==> config.mk <==
export PLATFORM = sky130hd
export DESIGN_NAME = gha_ram
export DESIGN_NICKNAME = d
export VERILOG_FILES = /design/src/rtl/gha_ram.sv
export SDC_FILE = /design/constraint.sdc
export NUM_CORES = 2
export LEC_CHECK = 0
export BUFFER_PORTS_ARGS = -buffer_cell sky130_fd_sc_hd__buf_2
export CAP_MARGIN = 20
export CORE_MARGIN = 2
export CORE_UTILIZATION = 50
export DETAILED_ROUTE_END_ITERATION = 8
export PLACE_DENSITY = 0.65
export SYNTH_ARGS = -nofsm -noshare
export SYNTH_HDL_FRONTEND = slang
export SYNTH_SLANG_ARGS = --single-unit
==> constraint.sdc <==
create_clock -name clk_i -period 4.1 [get_ports clk_i]
set_clock_uncertainty 0.1 [all_clocks]
set_input_delay 0.82 -clock clk_i [delete_from_list [all_inputs] [get_ports clk_i]]
set_output_delay 0.82 -clock clk_i [all_outputs]
set_load 0.01 [all_outputs]
==> src/rtl/gha_ram.sv <==
`default_nettype none

module gha_ram #(
  parameter int unsigned DEPTH = 256,
  parameter int unsigned WIDTH = 16
) (
  input  wire logic                     clk_i,
  input  wire logic                     we_i,
  input  wire logic [$clog2(DEPTH)-1:0] waddr_i,
  input  wire logic [WIDTH-1:0]         wdata_i,
  input  wire logic                     re_i,
  input  wire logic [$clog2(DEPTH)-1:0] raddr_i,
  output logic      [WIDTH-1:0]         rdata_o
);

  logic [WIDTH-1:0] mem [DEPTH];

  always_ff @(posedge clk_i) begin
    if (we_i) begin
      mem[waddr_i] <= wdata_i;
    end
  end

  // Read data is registered and holds until the next read.
  always_ff @(posedge clk_i) begin
    if (re_i) begin
      rdata_o <= mem[raddr_i];
    end
  end

endmodule

`default_nettype wire

Word-level counts from Yosys, hierarchy flattened
Memories as Yosys holds them, arrays and structs flattened. A register that Yosys moved wholly into a read port is not among the register bits.
Index checks and enable logic that the tools add are counted.
Operators by class
  add/subtract/negate cells: 0
  multiply operators: 0
  div/mod/pow operators: 0
  magnitude comparators: 0
  eq/ne operators: 0
  shifts and indexed selects: 0
  muxes and demuxes: 2
  bitwise operators: 0
  reduce and logical (&&, ||, !) cells: 0
Operators with widths (number)
  $mux W1: 2
Storage, ports and cells
  flip-flop bits (word level): 0
  bits in latches: 0
  memory bits (writable): 4096
  ROM bits: 0
  memories kept: 1
Memories
  mem: words 256, width 16, read ports 1, clocked after Yosys merged registers in 1, wr ports 1, RTL line 16  | logic [WIDTH-1:0] mem [DEPTH];

Longest topological paths before layout
  word-level depth: 2
  depth in mapped cells: 12
  gate-level depth less buffers: 6

Least setup slack after synthesis
OpenSTA, ideal clock, no wires.
  path type: in2reg
  from: input port raddr_i[0]
  to: register rdata_o[4] (read register of mem), data pin
  setup time: 0.265 ns
  arrival: 2.804 ns
  required time: 3.735 ns
  slack: 0.931 ns
  stages on the path: 8
  buffers on the path: 3
  cells stage by stage: buf_6 -> buf_6 -> buf_2 -> mux4_2 -> mux4_2 -> a22o_1 -> o32ai_2 -> nor4_2
RTL lines
  start, declared: RTL line 12  | input wire logic [$clog2(DEPTH)-1:0] raddr_i,
  end, declared: RTL line 13  | output logic [WIDTH-1:0] rdata_o

==> impl_metrics.ini <==
[run_status]
run_status = complete, no violations

[routing]
detailedRoute.firstIterationViolations = 11000
drt_drc_violations_left = 0
vias = 80200
post_drt_via_cell_ratio = 6.39
route.antenna.remaining_nets = 0
firstDrtPassIters = 5
route.detailed.wl_per_inst_um = 33.3
drt_wl_total_um = 419000

[placement]
place_congestion = 0.881
preCtsSetupSlack_ns = -0.379
postPlaceCellArea_mm2 = 0.169
place.detailed.hpwl_um = 258000
buffer_ports.inserted = 50

[synth]
multiplexer_share_of_the_synthesized_area = 0.155
post_synth.cell_area_avg_um2 = 21.6
synth-compound-area-share = 0.0353
synth_top_area_frac = 0.777
ys_ff_latch = 4112
postSynth.topFlopCell = edfxtp_1
synth_top_family_by_area = multiplexers
synthMostInstantiatedCell = edfxtp_1
synthesis.yosys.warnings = 0
synth_fa_ha_area_frac = 0
synth.yosys.seq_area_share = 0.777
async_flop_share = 0
synth_area_leaders = edfxtp_1 (78%), mux4_2 (11%), mux2i_1 (3.6%), o221ai_1 (1.4%), nor2_1 (0.72%)
synth_edf_count = 4112
mapped_cell_area_mm2 = 0.159
post_synth_and_or_nand_nor_area_fraction = 0.0157
synthesis.nets = 7395
synth.largest_area_cell = edfxtp_1
postSynthCellCount = 7360
synth_xor_area_frac = 0
post_synth_most_frequent_cells = edfxtp_1 (4112), mux4_2 (797), mux2i_1 (565), nor2_1 (304), o221ai_1 (252)
post_synth_num_cell_types = 51

[floorplan]
number_of_i_o_pins = 51
initial_utilization = 0.504
die_x_um = 568
floorplan.rows = 206
dieArea_mm2 = 0.322
die_y_um = 568
core_mm2 = 0.315

[worst_setup_path]
start_kind = input port
setup.worst_path.start = raddr_i[0]
capturing_point_of_the_worst_reg2reg_path = rdata_o[8]
critPathMaxFanout = 31
timing.setup.critical_path_class = in -> reg
reg2reg_depth = 7
cp-endpoint = rdata_o[15]
required_ns = 4.77
reg2reg_from = mem[1][8]
worst-r2r-setup-slack_ns = 0.93
setup.worst_path.end_class = flop
critical_path_arrival_ns = 4.32

[global_routing]
pin_count_of_the_biggest_net_entering_global_routing = 125
grt_pass1_vias = 79400
antenna_found_initial = 24
globalRouteOverflowTotal = 0
grt_util_all_layers = 0.257
grt_first_pass_wirelength_um = 593000

[timing]
maxClockFrequency_mhz = 274
final_min_period_over_clock_period = 0.891
setup_ws_ns = 0.447
setup_repair_after_global_routing_missed_its_margin = false
final_period_minus_worst_setup_slack_ns = 3.65
setup-violations-final = 0
tightest_slew_ns = 1.21
finalHoldViolCount = 0
drv_slew = 0
max-slew-margin-rel = 0.186

[clocking]
clk_pin_slew_worst_paths_ns = 0.06
ctsLongestPathBuffers = 4
postCtsResizedCells = 0
postCtsSetupRepairBufs = 0
ctsHoldBuffers = 0
cts_sinks = 4112
cell_at_the_root_of_the_clock_tree = clkbuf_16
cts.htree.levels = 5
clk_latency_ns = 0.98
cts_buffers = 409
tritoncts = built

[final_layout]
flow.area_growth_from_synthesis_pct = 14.2
nNetsFinal = 8083
layout.area.seq_mm2 = 0.123
multiInputGateArea_mm2 = 0.0329
finish.instance_area_mm2 = 0.181
drive_above_1_share = 0.270
fillCellCount = 22700

[power]
power_per_cell_area_mw_per_mm2 = 479
total_leakage_power_nw = 58.1
ir_drop_uv = 354

[run]
max_cap_viol_count = 0

[min_path]
worst_hold_class = in -> reg
-- placed cells by master, fill, tap and decap left out, types with 90 or more instances in the layout --
cell type,netlist,layout
mux4_2,797,797
o22ai_1,148,148
buf_12,5,109
nor2_1,304,241
buf_4,26,572
o221ai_1,252,252
mux2i_1,565,565
nor3_1,92,90
clkinv_1,0,108
a21oi_1,175,175
edfxtp_1,4112,4112
clkbuf_16,0,410
-- report_power, final --
part           switching, mW  internal (mW)  total (mW)
Sequential            0.0670           46.4        46.4
Clock                   15.9           20.0        35.9
Combinational           2.89           1.65        4.54
Total                   18.9           68.0        86.9
-- worst max-delay path, stage by stage --
cell	delay, ns
buf_12	0.21
buf_12	0.26
buf_12	0.26
buf_4	0.54
mux2i_1	0.17
o221ai_1	0.48
o22ai_1	0.18
a22oi_1	0.40
nand3_1	0.45
nor4_1	0.38
-- worst min path at each step --
stage | start | to | slack (ns) | cells past startpoint
after floorplan | wdata_i[0] | mem[0][0] | 0.82 | 0
after global placement | mem[232][2] | rdata_o[2] | 1.05 | 6
after detailed placement | mem[234][2] | rdata_o[2] | 1.06 | 6
after CTS | wdata_i[6] | mem[176][6] | 0.15 | 1
after global routing | wdata_i[6] | mem[176][6] | 0.20 | 1
final | wdata_i[6] | mem[176][6] | 0.19 | 1
-- state kept, by name, summed over array words and instances, names as in the netlist --
register,cells
rdata_o,16
mem,4096
-- logic make-up after synthesis --
group,Yosys count
flip-flops,4112
AO/OA/AOI/OAI,786
AND/OR/NAND/NOR,556
multiplexers,1450
buffers and inverters,456
-- metrics by stage --
stage | power [mW] | hold slack, ns | cells | utilization | setup TNS (ns)
after detailed placement | 51.8 | 1.06 | 11800 | 0.534 | -2.17
after CTS | 87.3 | 0.155 | 12500 | 0.575 | 0
after global routing | 89.1 | 0.199 | 12600 | 0.575 | 0
final | 86.9 | 0.191 | 12600 | 0.575 | 0
after global placement | 51.8 | 1.05 | 11800 | 0.534 | -2.26
after floorplan | 49.6 | 0.819 | 7360 | - | 0
-- layer usage --
metal | share of wire | routed length (um) | global-route usage
met2 | 0.48 | 201000 | 0.410
met5 | 0.000026 | 11 | 0
met3 | 0.095 | 39600 | 0.0434
met4 | 0.036 | 15000 | 0.0873
met1 | 0.39 | 163000 | 0.364
-- cell type report --
class | count | area share
sequential | 4112 | 0.681
timing repair buffer | 729 | 0.0380
clock inverter | 264 | 0.0126
inverter | 4 | 0.000152
tap | 4160 | 0.0287
antenna | 11 | 0.000152
clock buffer | 484 | 0.0581
multi-input combinational | 2792 | 0.182
Power figures use the tool's default switching activity.
